`src/msmr_pkg.sv`:
```
// shared types and constants of the mecanum mixer with speed limit and ramp
package msmr_pkg;

  localparam int COMP_W     = 17;
  localparam int SUM_W      = 32;
  localparam int MAG_W      = 16;
  localparam int PROD_W     = 34;
  localparam int TGT_W      = 19;
  localparam int RAMP_CALC_W = 20;
  localparam int WHEEL_W    = 16;
  localparam int MAXS_W     = 14;
  localparam int RAMP_W     = 12;
  localparam int CFG_IDX_W  = 2;
  localparam int CFG_DATA_W = 16;
  localparam int NUM_COMP   = 3;
  localparam int NUM_WHEEL  = 4;
  localparam int CNT_W      = 2;
  localparam int STEP_W     = 4;

  localparam logic [CFG_IDX_W-1:0] REG_MAX_SPEED     = 2'd0;
  localparam logic [CFG_IDX_W-1:0] REG_RAMP_INCREASE = 2'd1;
  localparam logic [CFG_IDX_W-1:0] REG_RAMP_DECREASE = 2'd2;

  localparam logic [MAXS_W-1:0] MAX_SPEED_RST     = 14'd9000;
  localparam logic [RAMP_W-1:0] RAMP_INCREASE_RST = 12'd25;
  localparam logic [RAMP_W-1:0] RAMP_DECREASE_RST = 12'd80;

  typedef enum logic [3:0] {
    S_IDLE,
    S_SQ_MUL,
    S_SQ_ACC,
    S_SQRT_START,
    S_SQRT_WAIT,
    S_DIV,
    S_SCL_MUL,
    S_SCL_WR,
    S_MIX,
    S_RAMP,
    S_OUT
  } state_t;

  typedef struct packed {
    logic             done;
    logic [MAG_W-1:0] root;
  } sqrt_res_t;

endpackage

```
`src/msmr_if.sv`:
```
// channel interfaces: velocity command, wheel result and register write
interface msmr_cmd_if;
  logic               valid;
  logic               ready;
  logic signed [15:0] cmd_x;
  logic signed [15:0] cmd_y;
  logic signed [15:0] cmd_z;
  logic               reset_mode;
  modport source (output valid, cmd_x, cmd_y, cmd_z, reset_mode, input ready);
  modport sink   (input valid, cmd_x, cmd_y, cmd_z, reset_mode, output ready);
endinterface

interface msmr_wheel_if;
  logic               valid;
  logic               ready;
  logic signed [15:0] wheel0_cmd;
  logic signed [15:0] wheel1_cmd;
  logic signed [15:0] wheel2_cmd;
  logic signed [15:0] wheel3_cmd;
  logic        [15:0] limited_magnitude;
  modport source (output valid, wheel0_cmd, wheel1_cmd, wheel2_cmd, wheel3_cmd,
                  limited_magnitude, input ready);
  modport sink   (input valid, wheel0_cmd, wheel1_cmd, wheel2_cmd, wheel3_cmd,
                  limited_magnitude, output ready);
endinterface

interface msmr_cfg_if;
  logic        valid;
  logic        ready;
  logic [1:0]  index;
  logic [15:0] data;
  modport source (output valid, index, data, input ready);
  modport sink   (input valid, index, data, output ready);
endinterface

```
`src/msmr_isqrt.sv`:
```
// iterative floor square root, two radicand bits per cycle
module msmr_isqrt (
  input  logic                             clk,
  input  logic                             rst,
  input  logic                             start,
  input  logic [msmr_pkg::SUM_W-1:0]       radicand,
  output msmr_pkg::sqrt_res_t              res
);

  localparam int REM_W  = msmr_pkg::MAG_W + 1;
  localparam int SH_W   = REM_W + 2;
  localparam logic [msmr_pkg::STEP_W-1:0] LAST_STEP = msmr_pkg::STEP_W'(msmr_pkg::MAG_W - 1);

  logic [msmr_pkg::SUM_W-1:0]  rad;
  logic [REM_W-1:0]            rem;
  logic [msmr_pkg::MAG_W-1:0]  root;
  logic [msmr_pkg::STEP_W-1:0] cnt;
  logic                        busy;
  logic                        done;

  logic [SH_W-1:0] rem_sh;
  logic [SH_W-1:0] trial;
  logic [SH_W-1:0] diff;
  logic            take;

  always_comb begin
    rem_sh = {rem, rad[msmr_pkg::SUM_W-1 -: 2]};
    trial  = {1'b0, root, 2'b01};
    take   = rem_sh >= trial;
    diff   = rem_sh - trial;
  end

  always_ff @(posedge clk) begin
    if (rst) begin
      busy <= 1'b0;
      done <= 1'b0;
      cnt  <= '0;
    end else begin
      done <= 1'b0;
      if (start) begin
        busy <= 1'b1;
        cnt  <= '0;
      end else if (busy) begin
        cnt <= cnt + 1'b1;
        if (cnt == LAST_STEP) begin
          busy <= 1'b0;
          done <= 1'b1;
        end
      end
    end
  end

  always_ff @(posedge clk) begin
    if (start) begin
      rad  <= radicand;
      rem  <= '0;
      root <= '0;
    end else if (busy) begin
      rad  <= {rad[msmr_pkg::SUM_W-3:0], 2'b00};
      rem  <= take ? diff[REM_W-1:0] : rem_sh[REM_W-1:0];
      root <= {root[msmr_pkg::MAG_W-2:0], take};
    end
  end

  assign res.done = done;
  assign res.root = root;

endmodule

```
`src/mecanum_speed_limit_mix_ramp_top.sv`:
```
// mecanum wheel mixer with 3-d speed limit and per-wheel slew ramp
//
//   channel   role   handshake      payload
//   cmd       sink   valid/ready    cmd_x, cmd_y, cmd_z, reset_mode
//   wheels    source valid/ready    wheel0_cmd..wheel3_cmd, limited_magnitude
//   cfg       sink   valid/ready    index, data (ready always high)
//
// a transaction runs the 16-step square root unit, twice when the limit applies,
// with the 16-step divider and the rescaling of the components between the two runs
// one shared 17x17 multiplier handles squares and scaling, one ramp unit per wheel step
// reset (rst, synchronous) restores register defaults and zeroes the wheel commands
// cmd is taken only when idle; a result waits in the output register under stall
module mecanum_speed_limit_mix_ramp_top (
  input  logic        clk,
  input  logic        rst,
  msmr_cmd_if.sink    cmd,
  msmr_wheel_if.source wheels,
  msmr_cfg_if.sink    cfg
);

  localparam logic [msmr_pkg::CNT_W-1:0]  LAST_COMP  = msmr_pkg::CNT_W'(msmr_pkg::NUM_COMP - 1);
  localparam logic [msmr_pkg::CNT_W-1:0]  LAST_WHEEL = msmr_pkg::CNT_W'(msmr_pkg::NUM_WHEEL - 1);
  localparam logic [msmr_pkg::STEP_W-1:0] LAST_DIV   = msmr_pkg::STEP_W'(msmr_pkg::MAG_W - 1);

  msmr_pkg::state_t state, state_next;

  logic [msmr_pkg::MAXS_W-1:0] max_speed;
  logic [msmr_pkg::RAMP_W-1:0] ramp_increase;
  logic [msmr_pkg::RAMP_W-1:0] ramp_decrease;

  logic signed [msmr_pkg::COMP_W-1:0]  comp [msmr_pkg::NUM_COMP];
  logic signed [msmr_pkg::WHEEL_W-1:0] wheel_cmd [msmr_pkg::NUM_WHEEL];
  logic signed [msmr_pkg::WHEEL_W-1:0] out_wheel [msmr_pkg::NUM_WHEEL];
  logic [msmr_pkg::MAG_W-1:0]          out_lmag;
  logic                                out_valid;

  logic                         rmode;
  logic                         pass;
  logic [msmr_pkg::CNT_W-1:0]   cnt;
  logic [msmr_pkg::STEP_W-1:0]  step_cnt;
  logic [msmr_pkg::SUM_W-1:0]   acc;
  logic [msmr_pkg::PROD_W-1:0]  prod;
  logic [msmr_pkg::MAG_W-1:0]   mag;
  logic [msmr_pkg::MAG_W-1:0]   lmag;
  logic [msmr_pkg::MAG_W-1:0]   rem_d;
  logic [msmr_pkg::MAG_W-1:0]   quo;
  logic signed [msmr_pkg::TGT_W-1:0] tgt;

  // control
  logic accept;
  logic sq_start;
  logic out_free;
  logic out_load;
  msmr_pkg::sqrt_res_t sq_res;

  // datapath
  logic signed [msmr_pkg::COMP_W-1:0] comp_cur;
  logic [msmr_pkg::COMP_W-1:0]        comp_abs;
  logic [msmr_pkg::COMP_W-1:0]        mul_b;
  logic [msmr_pkg::PROD_W-1:0]        mul_p;
  logic [msmr_pkg::COMP_W-1:0]        scl_mag;
  logic signed [msmr_pkg::COMP_W-1:0] scl_val;
  logic [msmr_pkg::MAG_W:0]           div_sh;
  logic [msmr_pkg::MAG_W:0]           div_diff;
  logic                               div_ge;
  logic signed [msmr_pkg::TGT_W-1:0]  mx, my, mz, tgt_next;
  logic                               sy_pos, sx_pos;
  logic signed [msmr_pkg::RAMP_CALC_W-1:0] rt, rc, aset, acur, rstep, cand, clamped;
  logic signed [msmr_pkg::WHEEL_W-1:0] ramp_res;

  msmr_isqrt u_isqrt (
    .clk      (clk),
    .rst      (rst),
    .start    (sq_start),
    .radicand (acc),
    .res      (sq_res)
  );

  // next state
  always_comb begin
    state_next = state;
    case (state)
      msmr_pkg::S_IDLE:       if (cmd.valid) state_next = msmr_pkg::S_SQ_MUL;
      msmr_pkg::S_SQ_MUL:     state_next = msmr_pkg::S_SQ_ACC;
      msmr_pkg::S_SQ_ACC:     state_next = (cnt == LAST_COMP) ? msmr_pkg::S_SQRT_START
                                                              : msmr_pkg::S_SQ_MUL;
      msmr_pkg::S_SQRT_START: state_next = msmr_pkg::S_SQRT_WAIT;
      msmr_pkg::S_SQRT_WAIT: begin
        if (sq_res.done) begin
          if (!pass && (sq_res.root > msmr_pkg::MAG_W'(max_speed))) begin
            state_next = msmr_pkg::S_DIV;
          end else begin
            state_next = msmr_pkg::S_MIX;
          end
        end
      end
      msmr_pkg::S_DIV:        if (step_cnt == LAST_DIV) state_next = msmr_pkg::S_SCL_MUL;
      msmr_pkg::S_SCL_MUL:    state_next = msmr_pkg::S_SCL_WR;
      msmr_pkg::S_SCL_WR:     state_next = (cnt == LAST_COMP) ? msmr_pkg::S_SQ_MUL
                                                              : msmr_pkg::S_SCL_MUL;
      msmr_pkg::S_MIX:        state_next = msmr_pkg::S_RAMP;
      msmr_pkg::S_RAMP:       state_next = (cnt == LAST_WHEEL) ? msmr_pkg::S_OUT
                                                               : msmr_pkg::S_MIX;
      msmr_pkg::S_OUT:        if (out_free) state_next = msmr_pkg::S_IDLE;
      default:                state_next = msmr_pkg::S_IDLE;
    endcase
  end

  // control outputs
  always_comb begin
    cmd.ready = (state == msmr_pkg::S_IDLE);
    accept    = cmd.valid && cmd.ready;
    sq_start  = (state == msmr_pkg::S_SQRT_START);
    out_free  = !out_valid || wheels.ready;
    out_load  = (state == msmr_pkg::S_OUT) && out_free;
  end

  assign cfg.ready = 1'b1;

  // shared multiplier, divider step, mixer and ramp
  always_comb begin
    comp_cur = (cnt == LAST_WHEEL) ? '0 : comp[cnt];
    comp_abs = comp_cur[msmr_pkg::COMP_W-1] ? msmr_pkg::COMP_W'(-comp_cur)
                                            : msmr_pkg::COMP_W'(comp_cur);
    mul_b    = (state == msmr_pkg::S_SCL_MUL) ? {1'b0, quo} : comp_abs;
    mul_p    = msmr_pkg::PROD_W'(comp_abs) * msmr_pkg::PROD_W'(mul_b);

    scl_mag  = prod[msmr_pkg::MAG_W +: msmr_pkg::COMP_W];
    scl_val  = comp_cur[msmr_pkg::COMP_W-1] ? -$signed(scl_mag) : $signed(scl_mag);

    div_sh   = {rem_d, 1'b0};
    div_ge   = div_sh >= {1'b0, mag};
    div_diff = div_sh - {1'b0, mag};

    mx = rmode ? '0 : msmr_pkg::TGT_W'(comp[0]);
    my = rmode ? '0 : msmr_pkg::TGT_W'(comp[1]);
    mz = rmode ? '0 : msmr_pkg::TGT_W'(comp[2]);
    // wheel sign pattern: y positive on wheels 0 and 3, x positive on wheels 0 and 1
    sy_pos   = (cnt == 2'd0) || (cnt == 2'd3);
    sx_pos   = (cnt == 2'd0) || (cnt == 2'd1);
    tgt_next = (sy_pos ? my : -my) + (sx_pos ? mx : -mx) - mz;

    rt    = msmr_pkg::RAMP_CALC_W'(tgt);
    rc    = msmr_pkg::RAMP_CALC_W'(wheel_cmd[cnt]);
    aset  = rt[msmr_pkg::RAMP_CALC_W-1] ? -rt : rt;
    acur  = rc[msmr_pkg::RAMP_CALC_W-1] ? -rc : rc;
    rstep = (aset >= acur) ? $signed({8'd0, ramp_increase}) : $signed({8'd0, ramp_decrease});
    if (rt > rc) begin
      cand    = rc + rstep;
      clamped = (cand > rt) ? rt : cand;
    end else begin
      cand    = rc - rstep;
      clamped = (cand < rt) ? rt : cand;
    end
    if (clamped > 20'sd32767) begin
      ramp_res = 16'sh7fff;
    end else if (clamped < -20'sd32768) begin
      ramp_res = 16'sh8000;
    end else begin
      ramp_res = clamped[msmr_pkg::WHEEL_W-1:0];
    end
  end

  // control and state registers
  always_ff @(posedge clk) begin
    if (rst) begin
      state         <= msmr_pkg::S_IDLE;
      out_valid     <= 1'b0;
      max_speed     <= msmr_pkg::MAX_SPEED_RST;
      ramp_increase <= msmr_pkg::RAMP_INCREASE_RST;
      ramp_decrease <= msmr_pkg::RAMP_DECREASE_RST;
      for (int i = 0; i < msmr_pkg::NUM_WHEEL; i++) begin
        wheel_cmd[i] <= '0;
      end
    end else begin
      state <= state_next;
      if (out_load) begin
        out_valid <= 1'b1;
      end else if (wheels.ready) begin
        out_valid <= 1'b0;
      end
      if (cfg.valid && cfg.ready) begin
        case (cfg.index)
          msmr_pkg::REG_MAX_SPEED:     max_speed     <= cfg.data[msmr_pkg::MAXS_W-1:0];
          msmr_pkg::REG_RAMP_INCREASE: ramp_increase <= cfg.data[msmr_pkg::RAMP_W-1:0];
          msmr_pkg::REG_RAMP_DECREASE: ramp_decrease <= cfg.data[msmr_pkg::RAMP_W-1:0];
          default: ;
        endcase
      end
      if (state == msmr_pkg::S_RAMP) begin
        wheel_cmd[cnt] <= ramp_res;
      end
    end
  end

  // working registers
  always_ff @(posedge clk) begin
    case (state)
      msmr_pkg::S_IDLE: begin
        if (accept) begin
          comp[0] <= msmr_pkg::COMP_W'(cmd.cmd_x);
          comp[1] <= -msmr_pkg::COMP_W'(cmd.cmd_y);
          comp[2] <= -msmr_pkg::COMP_W'(cmd.cmd_z);
          rmode   <= cmd.reset_mode;
          acc     <= '0;
          cnt     <= '0;
          pass    <= 1'b0;
        end
      end
      msmr_pkg::S_SQ_MUL, msmr_pkg::S_SCL_MUL: prod <= mul_p;
      msmr_pkg::S_SQ_ACC: begin
        acc <= acc + prod[msmr_pkg::SUM_W-1:0];
        cnt <= (cnt == LAST_COMP) ? '0 : cnt + 1'b1;
      end
      msmr_pkg::S_SQRT_WAIT: begin
        if (sq_res.done) begin
          lmag     <= sq_res.root;
          cnt      <= '0;
          if (!pass) begin
            mag      <= sq_res.root;
            rem_d    <= msmr_pkg::MAG_W'(max_speed);
            step_cnt <= '0;
          end
        end
      end
      msmr_pkg::S_DIV: begin
        rem_d    <= div_ge ? div_diff[msmr_pkg::MAG_W-1:0] : div_sh[msmr_pkg::MAG_W-1:0];
        quo      <= {quo[msmr_pkg::MAG_W-2:0], div_ge};
        step_cnt <= step_cnt + 1'b1;
      end
      msmr_pkg::S_SCL_WR: begin
        comp[cnt] <= scl_val;
        if (cnt == LAST_COMP) begin
          cnt  <= '0;
          pass <= 1'b1;
          acc  <= '0;
        end else begin
          cnt <= cnt + 1'b1;
        end
      end
      msmr_pkg::S_MIX:  tgt <= tgt_next;
      msmr_pkg::S_RAMP: cnt <= cnt + 1'b1;
      msmr_pkg::S_OUT: begin
        if (out_load) begin
          for (int i = 0; i < msmr_pkg::NUM_WHEEL; i++) begin
            out_wheel[i] <= wheel_cmd[i];
          end
          out_lmag <= lmag;
        end
      end
      default: ;
    endcase
  end

  assign wheels.valid             = out_valid;
  assign wheels.wheel0_cmd        = out_wheel[0];
  assign wheels.wheel1_cmd        = out_wheel[1];
  assign wheels.wheel2_cmd        = out_wheel[2];
  assign wheels.wheel3_cmd        = out_wheel[3];
  assign wheels.limited_magnitude = out_lmag;

`ifndef SYNTHESIS
  // the root unit reports only while the sequencer waits for it
  a_sqrt_done_in_wait: assert property (@(posedge clk) disable iff (rst)
    sq_res.done |-> state == msmr_pkg::S_SQRT_WAIT)
    else $error("square root done outside wait state");

  // a new command is never taken on the cycle after one was taken
  a_no_back_to_back: assert property (@(posedge clk) disable iff (rst)
    accept |=> !cmd.ready)
    else $error("command accepted while busy");

  // a finished result lands in the output register
  a_out_loaded: assert property (@(posedge clk) disable iff (rst)
    out_load |=> wheels.valid && state == msmr_pkg::S_IDLE)
    else $error("result not presented after load");

  // the divider runs only after the magnitude was found above the limit
  a_div_needs_limit: assert property (@(posedge clk) disable iff (rst)
    (state == msmr_pkg::S_DIV) |-> (mag > msmr_pkg::MAG_W'(max_speed)) && !pass)
    else $error("divider active without limiting");
`endif

endmodule

```
`src/flat_wrapper.sv`:
```
// flat-port wrapper written by rule: the top's interface ports become plain ports
module mecanum_speed_limit_mix_ramp_top_flat 
  (clk, rst, cmd_valid, cmd_cmd_x, cmd_cmd_y, cmd_cmd_z, cmd_reset_mode, cmd_ready, wheels_valid, wheels_wheel0_cmd, wheels_wheel1_cmd, wheels_wheel2_cmd, wheels_wheel3_cmd, wheels_limited_magnitude, wheels_ready, cfg_valid, cfg_index, cfg_data, cfg_ready);
  msmr_cmd_if cmd_i ();
  msmr_wheel_if wheels_i ();
  msmr_cfg_if cfg_i ();
  input  logic clk;
  input  logic rst;
  input wire logic [$bits(cmd_i.valid)-1:0] cmd_valid;
  input wire logic [$bits(cmd_i.cmd_x)-1:0] cmd_cmd_x;
  input wire logic [$bits(cmd_i.cmd_y)-1:0] cmd_cmd_y;
  input wire logic [$bits(cmd_i.cmd_z)-1:0] cmd_cmd_z;
  input wire logic [$bits(cmd_i.reset_mode)-1:0] cmd_reset_mode;
  output wire logic [$bits(cmd_i.ready)-1:0] cmd_ready;
  output wire logic [$bits(wheels_i.valid)-1:0] wheels_valid;
  output wire logic [$bits(wheels_i.wheel0_cmd)-1:0] wheels_wheel0_cmd;
  output wire logic [$bits(wheels_i.wheel1_cmd)-1:0] wheels_wheel1_cmd;
  output wire logic [$bits(wheels_i.wheel2_cmd)-1:0] wheels_wheel2_cmd;
  output wire logic [$bits(wheels_i.wheel3_cmd)-1:0] wheels_wheel3_cmd;
  output wire logic [$bits(wheels_i.limited_magnitude)-1:0] wheels_limited_magnitude;
  input wire logic [$bits(wheels_i.ready)-1:0] wheels_ready;
  input wire logic [$bits(cfg_i.valid)-1:0] cfg_valid;
  input wire logic [$bits(cfg_i.index)-1:0] cfg_index;
  input wire logic [$bits(cfg_i.data)-1:0] cfg_data;
  output wire logic [$bits(cfg_i.ready)-1:0] cfg_ready;
  assign cmd_i.valid = cmd_valid;
  assign cmd_i.cmd_x = cmd_cmd_x;
  assign cmd_i.cmd_y = cmd_cmd_y;
  assign cmd_i.cmd_z = cmd_cmd_z;
  assign cmd_i.reset_mode = cmd_reset_mode;
  assign cmd_ready = cmd_i.ready;
  assign wheels_valid = wheels_i.valid;
  assign wheels_wheel0_cmd = wheels_i.wheel0_cmd;
  assign wheels_wheel1_cmd = wheels_i.wheel1_cmd;
  assign wheels_wheel2_cmd = wheels_i.wheel2_cmd;
  assign wheels_wheel3_cmd = wheels_i.wheel3_cmd;
  assign wheels_limited_magnitude = wheels_i.limited_magnitude;
  assign wheels_i.ready = wheels_ready;
  assign cfg_i.valid = cfg_valid;
  assign cfg_i.index = cfg_index;
  assign cfg_i.data = cfg_data;
  assign cfg_ready = cfg_i.ready;
  mecanum_speed_limit_mix_ramp_top u_core (.clk(clk), .rst(rst), .cmd(cmd_i), .wheels(wheels_i), .cfg(cfg_i));
endmodule
```
`config.mk`:
```
export PLATFORM = sky130hd
export DESIGN_NAME = mecanum_speed_limit_mix_ramp_top_flat
export DESIGN_NICKNAME = d
export VERILOG_FILES = /design/src/msmr_pkg.sv /design/src/msmr_if.sv /design/src/msmr_isqrt.sv /design/src/mecanum_speed_limit_mix_ramp_top.sv /design/src/flat_wrapper.sv
export SDC_FILE = /design/constraint.sdc
export NUM_CORES = 2
export LEC_CHECK = 0
export ABC_AREA = 1
export ABC_CLOCK_PERIOD_IN_PS = 8050
export BUFFER_PORTS_ARGS = -buffer_cell sky130_fd_sc_hd__buf_2
export CORE_MARGIN = 2
export CORE_UTILIZATION = 35
export CTS_CLUSTER_DIAMETER = 200
export DETAILED_ROUTE_END_ITERATION = 7
export PLACE_DENSITY_LB_ADDON = 0.08
export SLEW_MARGIN = 40
export SYNTH_ARGS = -nofsm -noshare
export SYNTH_HDL_FRONTEND = slang
export SYNTH_SLANG_ARGS = --single-unit
```
`constraint.sdc`:
```
create_clock -name clk -period 8.05 [get_ports clk]
set_clock_uncertainty 0.15 [all_clocks]
set_input_delay 0.805 -clock clk [delete_from_list [all_inputs] [get_ports clk]]
set_output_delay 0.805 -clock clk [all_outputs]
set_load 0.1 [all_outputs]
```
# Word-level counts from Yosys, hierarchy flattened
# Memories as Yosys holds them, arrays and structs flattened. A register that Yosys moved wholly into a read port is not among the register bits.
# Index checks and enable logic that the tools add are counted.
# W data, S select, Z words.
[word_totals] in_bits=72 output_inout_bits=83 mem_count=3 reg_bits=286 mem_bits_rw=179 word_cells=188
[memory_table] memory="u_core.out_wheel" words=4 word_bits=16 read_ports=4 rd_ports_with_merged_regs=0 wr=4 line="mecanum_speed_limit_mix_ramp_top.sv:33" text="logic signed [msmr_pkg::WHEEL_W-1:0] out_wheel [msmr_pkg::NUM_WHEEL];"
[memory_table] memory="u_core.wheel_cmd" words=4 word_bits=16 read_ports=5 rd_ports_with_merged_regs=1 wr=4 line="mecanum_speed_limit_mix_ramp_top.sv:32" text="logic signed [msmr_pkg::WHEEL_W-1:0] wheel_cmd [msmr_pkg::NUM_WHEEL];"
[memory_table] memory="u_core.comp" words=3 word_bits=17 read_ports=4 rd_ports_with_merged_regs=1 wr=3 line="mecanum_speed_limit_mix_ramp_top.sv:31" text="logic signed [msmr_pkg::COMP_W-1:0] comp [msmr_pkg::NUM_COMP];"
[op_classes] bitwise=2 addsub=18 eq_ne=24 n_reduce_logical=35 mul=1 mux=73 n_lt_le_gt_ge=9
[ops] op="$mux W32" n=4
[ops] op="$mux W17" n=6
[ops] op="$mux W20" n=5
[ops] op="$mux W16" n=6
[ops] op="$pmux W32 S3" n=1
[ops] op="$mux W19" n=5
[ops] op="$pmux W4 S11" n=1
[ops] op="$neg A19 Y19" n=2
[ops] op="$neg A16 Y17" n=2
[ops] op="$neg A17 Y17" n=2
[ops] op="$mul A17 B17 Y33" n=1
[ops] op="$add A32 B32 Y32" n=1
[ops] op="$pmux W16 S2" n=1
[ops] op="$mux W4" n=7
[ops] op="$mux W1" n=23
[ops] op="$eq A4 B4 Y1 const B" n=5
[ops] op="$ge A20 B20 Y1" n=1
[ops] op="$gt A20 B16 Y1 const B" n=1
[ops] op="$gt A20 B19 Y1" n=1
[ops] op="$lt A20 B16 Y1 const B" n=1
[ops] op="$lt A20 B19 Y1" n=1
[ops] op="$neg A16 Y20" n=1
[ops] op="$neg A19 Y20" n=1
[ops] op="$add A19 B19 Y19" n=1
[ops] op="40 further kinds" n=82

# Longest topological paths before layout
[logic_depth] depth_word=12 mapped_depth=60

# Cells and area by module
# From an unflattened synthesis, not the netlist that was laid out.
[unflattened] hier_cells=4806 hier_area_um2=40252.4
[by_module_without_submodules] mod="mecanum_speed_limit_mix_ramp_top" area_each_um2=36283.5 instances=1 cells_each=4263
[by_module_without_submodules] mod="msmr_isqrt" area_each_um2=3968.8 instances=1 cells_each=543

# Least setup slack after synthesis
# No wires, ideal clock.
[synth_path] path_type="register to register" startpoint="register u_core.cnt[0] (netlist name)" endpoint="register u_core.prod[31] (netlist name), data pin" setup_slack_ns=0.256 path_buffers=2 setup_ns=0.265 path_stages_with_launch=38 t_arrival_ns=7.379 synth_period_minus_slack_ns=7.794 path_cell_list="edfxtp_1 -> ha_1 -> inv_2 -> nand2_4 -> clkbuf_1 -> ha_1 -> nand2_1 -> nor2_2 -> nand2_2 -> nor2_4 -> nand2_2 -> nor2_4 -> nor2_4 -> xor2_2 -> inv_4 -> nand2_4 -> buf_6 -> nand3_2 -> [... 2 more ...] -> inv_1 -> fa_1 -> inv_1 -> fa_1 -> fa_1 -> inv_1 -> fa_1 -> ha_1 -> nand2_1 -> nor3_1 -> nand4_1 -> nand3_1 -> nand3_1 -> nand2_1 -> nand3_1 -> and2_1 -> o21ai_0 -> xor2_1"
[synth_between] elab_chain_cells=6
[synth_lines] element="from (decl)" line="mecanum_speed_limit_mix_ramp_top.sv:39" text="logic [msmr_pkg::CNT_W-1:0] cnt;"
[synth_lines] element="from (signal assigned)" line="mecanum_speed_limit_mix_ramp_top.sv:213" text="cnt <= (cnt == LAST_COMP) ? '0 : cnt + 1'b1;"
[synth_lines] element="from (signal assigned)" line="mecanum_speed_limit_mix_ramp_top.sv:238" text="cnt <= cnt + 1'b1;"
[synth_lines] element="from (signal assigned)" line="mecanum_speed_limit_mix_ramp_top.sv:242" text="msmr_pkg::S_RAMP: cnt <= cnt + 1'b1;"
[synth_lines] element="$eq A2 B2 Y1 *" line="mecanum_speed_limit_mix_ramp_top.sv:122" text="comp_cur = (cnt == LAST_WHEEL) ? '0 : comp[cnt];"
[synth_lines] element="$mux W17 *" line="mecanum_speed_limit_mix_ramp_top.sv:122"
[synth_lines] element="$neg A17 Y17" line="mecanum_speed_limit_mix_ramp_top.sv:123" text="comp_abs = comp_cur[msmr_pkg::COMP_W-1] ? msmr_pkg::COMP_W'(-comp_cur)"
[synth_lines] element="$mux W17 *" line="mecanum_speed_limit_mix_ramp_top.sv:123"
[synth_lines] element="$mux W17" line="mecanum_speed_limit_mix_ramp_top.sv:125" text="mul_b = (state == msmr_pkg::S_SCL_MUL) ? {1'b0, quo} : comp_abs;"
[synth_lines] element="$mul A17 B17 Y33 *" line="mecanum_speed_limit_mix_ramp_top.sv:126" text="mul_p = msmr_pkg::PROD_W'(comp_abs) * msmr_pkg::PROD_W'(mul_b);"
[synth_lines] element="net u_core.mul_p (one bit)" line="mecanum_speed_limit_mix_ramp_top.sv:60" text="logic [msmr_pkg::PROD_W-1:0] mul_p;"
[synth_lines] element="to (signal assigned)" line="mecanum_speed_limit_mix_ramp_top.sv:210" text="msmr_pkg::S_SQ_MUL, msmr_pkg::S_SCL_MUL: prod <= mul_p;"
[synth_lines] element="to (decl)" line="mecanum_speed_limit_mix_ramp_top.sv:42" text="logic [msmr_pkg::PROD_W-1:0] prod;"
# Mark *: on every way through the listed nets, which the timed path passes. The rest lies on a longest branch.
# A chain may end at the register's enable or synchronous reset.

==> results.py <==
metrics = {
    "outcome": {
        "status": "finished clean",
    },
    "layout": {
        "layout-drive-gt1-share_pct": 16.5,
        "final_cells": 6730,
        "diodes": 0,
        "area_growth_pct": 18.9,
        "n_fill_cell": 11700,
        "nNetsFinal": 5802,
    },
    "routing": {
        "drc": 0,
        "wl_per_cell_um": 18.6,
        "drt_iter0_markers": 1765,
        "antenna_left": 0,
        "firstDrtPassIters": 5,
        "routed_wl_mm": 125,
        "vias": 32800,
        "vias_per_cell": 4.87,
    },
    "clocking": {
        "numCtsBuffers": 59,
        "clk_pin_slew_ns": 0.06,
        "cts-root-buf": "clkbuf_16",
        "clock_path_buffers": 3,
        "cts_tree": "built",
        "clock_latency_ns": 0.67,
        "cts_sinks": 484,
        "cts_max_level": 2,
    },
    "sta": {
        "hold_viol": 0,
        "worst_slew_pin_slew_ns": 0.835,
        "period_share_pct": 94.9,
        "fin_crit_ns": 7.64,
        "setup_viol": 0,
        "setup-tns-final_ns": 0,
        "max_freq_ghz": 0.131,
        "relSlewSlack_pct": 44.1,
        "report.final.slew_viol_count": 0,
    },
    "die": {
        "start_util_pct": 35.3,
        "ioPinCount": 155,
        "die_width_um": 343,
        "row_count": 124,
        "coreArea_sq_um": 114000,
        "dieArea_sq_um": 118000,
        "fp.dieH_um": 343,
    },
    "place": {
        "dp_hpwl_mm": 98.5,
        "port_buffers": 151,
        "dp.cells": 6571,
        "gp_congestion": 0.882,
    },
    "worst_setup_path": {
        "required_ns": 8.28,
        "endpoint_kind": "register",
        "path_delay_family": "adder cells",
        "critPathArrivalTime_ns": 7.87,
        "slowest_delay_ns": 0.56,
        "cp_slowest_cell": "fa_1",
        "worst-path-buf-inv": 7,
        "reg2reg_slack_ns": 0.41,
        "crit_top_cell": "nand2_1",
        "startpoint_type": "register",
        "path_class": "reg2reg",
        "cp_max_fo": 21,
    },
    "synthesis": {
        "dominantRegCellSynth": "edfxtp_1",
        "syn_inst": 4784,
        "yosys_warnings": 0,
        "async_flop_share_pct": 0,
        "syn-cell-area_sq_um": 40300,
        "yosysUniqueCellTypes": 70,
        "ys_ff_latch": 484,
        "synth_edf_count": 400,
        "yosysSeqAreaShare_pct": 34.0,
        "avgSynthCellArea_sq_um": 8.42,
    },
    "global_routing": {
        "grt_pass1_vias": 32600,
        "grt_pass1_wl_mm": 191,
        "track_usage_pct": 21.1,
        "antenna_found_initial": 2,
        "grt_overflow": 0,
        "grt_max_degree": 65,
    },
    "flow_run": {
        "drv_cap": 0,
    },
    "hold_path": {
        "min_path_type": "in2reg",
    },
}
[layout make-up]
class	count	area (sq um)	share of cell area, %
inverters	747	2840	5.93
well taps	1512	1890	3.95
clock buffers	65	1530	3.19
repair buffers	462	3450	7.20
flip-flops and latches	484	13700	28.6
clock inverters	45	607	1.27
multi-input cells	3415	23900	49.9
[cells in the mapped netlist, types with 21 or more instances]
cell,n,area [sq um]
o22ai_1,21,131
xnor2_1,45,394
nand2_1,1136,4260
nand4_1,52,325
o21ai_1,25,125
nor2_1,405,1520
o21ai_0,214,1070
dfxtp_1,84,1680
clkbuf_1,77,289
fa_1,245,4900
nand3_1,168,841
xor2_1,137,1200
edfxtp_1,400,12000
nor3_1,51,255
ha_1,316,3950
buf_2,38,190
a21oi_2,43,377
o211ai_1,23,173
a21oi_1,266,1330
inv_1,714,2680
[worst reg2reg max path, delay by kind of cell, from the launching register on]
family / cells / cell delay (ns)
compound gates: 7 / 1.01
xor+xnor: 2 / 0.38
fa+ha+maj: 7 / 3.45
buf+inv: 7 / 0.73
flops: 1 / 0.37
simple gates: 13 / 1.26
[worst paths after layout]
| kind | from | end | cells after the start |
|---|---|---|---|
| worst max register to register | register | u_core.prod[26] | 36 |
| worst min register to register | u_core.lmag[0] | u_core.wheels.limited_magnitude[0] | 0 |
| worst max-delay path | register | u_core.prod[26] | 36 |
| worst min-delay path | cmd_reset_mode | u_core.rmode | 1 |
[flip-flops by register name (all words and copies together), names as in the netlist, 12 cells and up, named ones only]
| name | count |
|---|---|
| u_core.comp | 68 |
| u_core.out_wheel | 64 |
| u_core.wheel_cmd | 64 |
| u_core.prod | 33 |
| u_core.acc | 32 |
| u_core.u_isqrt.rad | 32 |
| u_core.tgt | 19 |
| u_core.u_isqrt.rem | 17 |
| u_core.lmag | 16 |
| u_core.mag | 16 |
| u_core.quo | 16 |
| u_core.rem_d | 16 |
| u_core.u_isqrt.root | 16 |
| u_core.wheels.limited_magnitude | 16 |
| u_core.max_speed | 14 |
| u_core.ramp_decrease | 12 |
| u_core.ramp_increase | 12 |
[timing repair]
action,4_1_cts,5_1_grt
cloned,0,7
hold buffers,0,0
setup buffers,1,41
resized for setup,14,178
pin swaps,1,56
setup endpoints to repair,67,79
[kinds of logic after synthesis]
family / after synthesis / synth area share [%]
XOR/XNOR: 183 / 4.00
AND/OR/NAND/NOR: 1921 / 20.2
adder cells (fa/ha/maj): 561 / 22.0
flip-flops: 484 / 34.0
other: 2 / 0.0186
buffers and inverters: 897 / 9.01
AO/OA/AOI/OAI: 736 / 10.8
[metrics by stage]
step | hold WS [ns] | setup slack (ns) | util (%) | area (sq um)
after floorplan | 0.250 | 0.256 | - | 40300
after global placement | 0.254 | -0.162 | 38.8 | 44300
after detailed placement | 0.256 | -0.160 | 38.9 | 44400
after CTS | 0.120 | 0.0144 | 40.8 | 46600
after global routing | 0.137 | -0.0413 | 41.9 | 47900
final | 0.171 | 0.412 | 41.9 | 47900
[layout by cell type (no fill, tap or decap), types with 20 or more instances in the layout]
cell and instances:
nand2_1 1100, inv_1 709, edfxtp_1 400, nor2_1 385
ha_1 297, buf_4 275, a21oi_1 255, fa_1 243
o21ai_0 201, nand3_1 154, buf_2 151, xor2_1 126
dfxtp_1 82, clkbuf_16 65, a21oi_2 53, nand4_1 52
nand2_2 48, nor3_1 44, xnor2_1 43, o21ai_1 34
o211ai_1 23, nor2_4 21, o22ai_1 21, inv_2 20
clkinv_1 20, a31oi_1 20
[metal layers]
layer | GRT usage [%] | up-vias | share of wire, %
met2 | 34.9 | 636 | 46
met3 | 2.71 | 149 | 4.4
met1 | 29.3 | 15600 | 46
met5 | 0 | - | 0
li1 | - | 16400 | -
met4 | 5.55 | 0 | 2.7
Power is not shown: default switching activity piles up to over one toggle a cycle in this logic, so the estimate is an artifact.
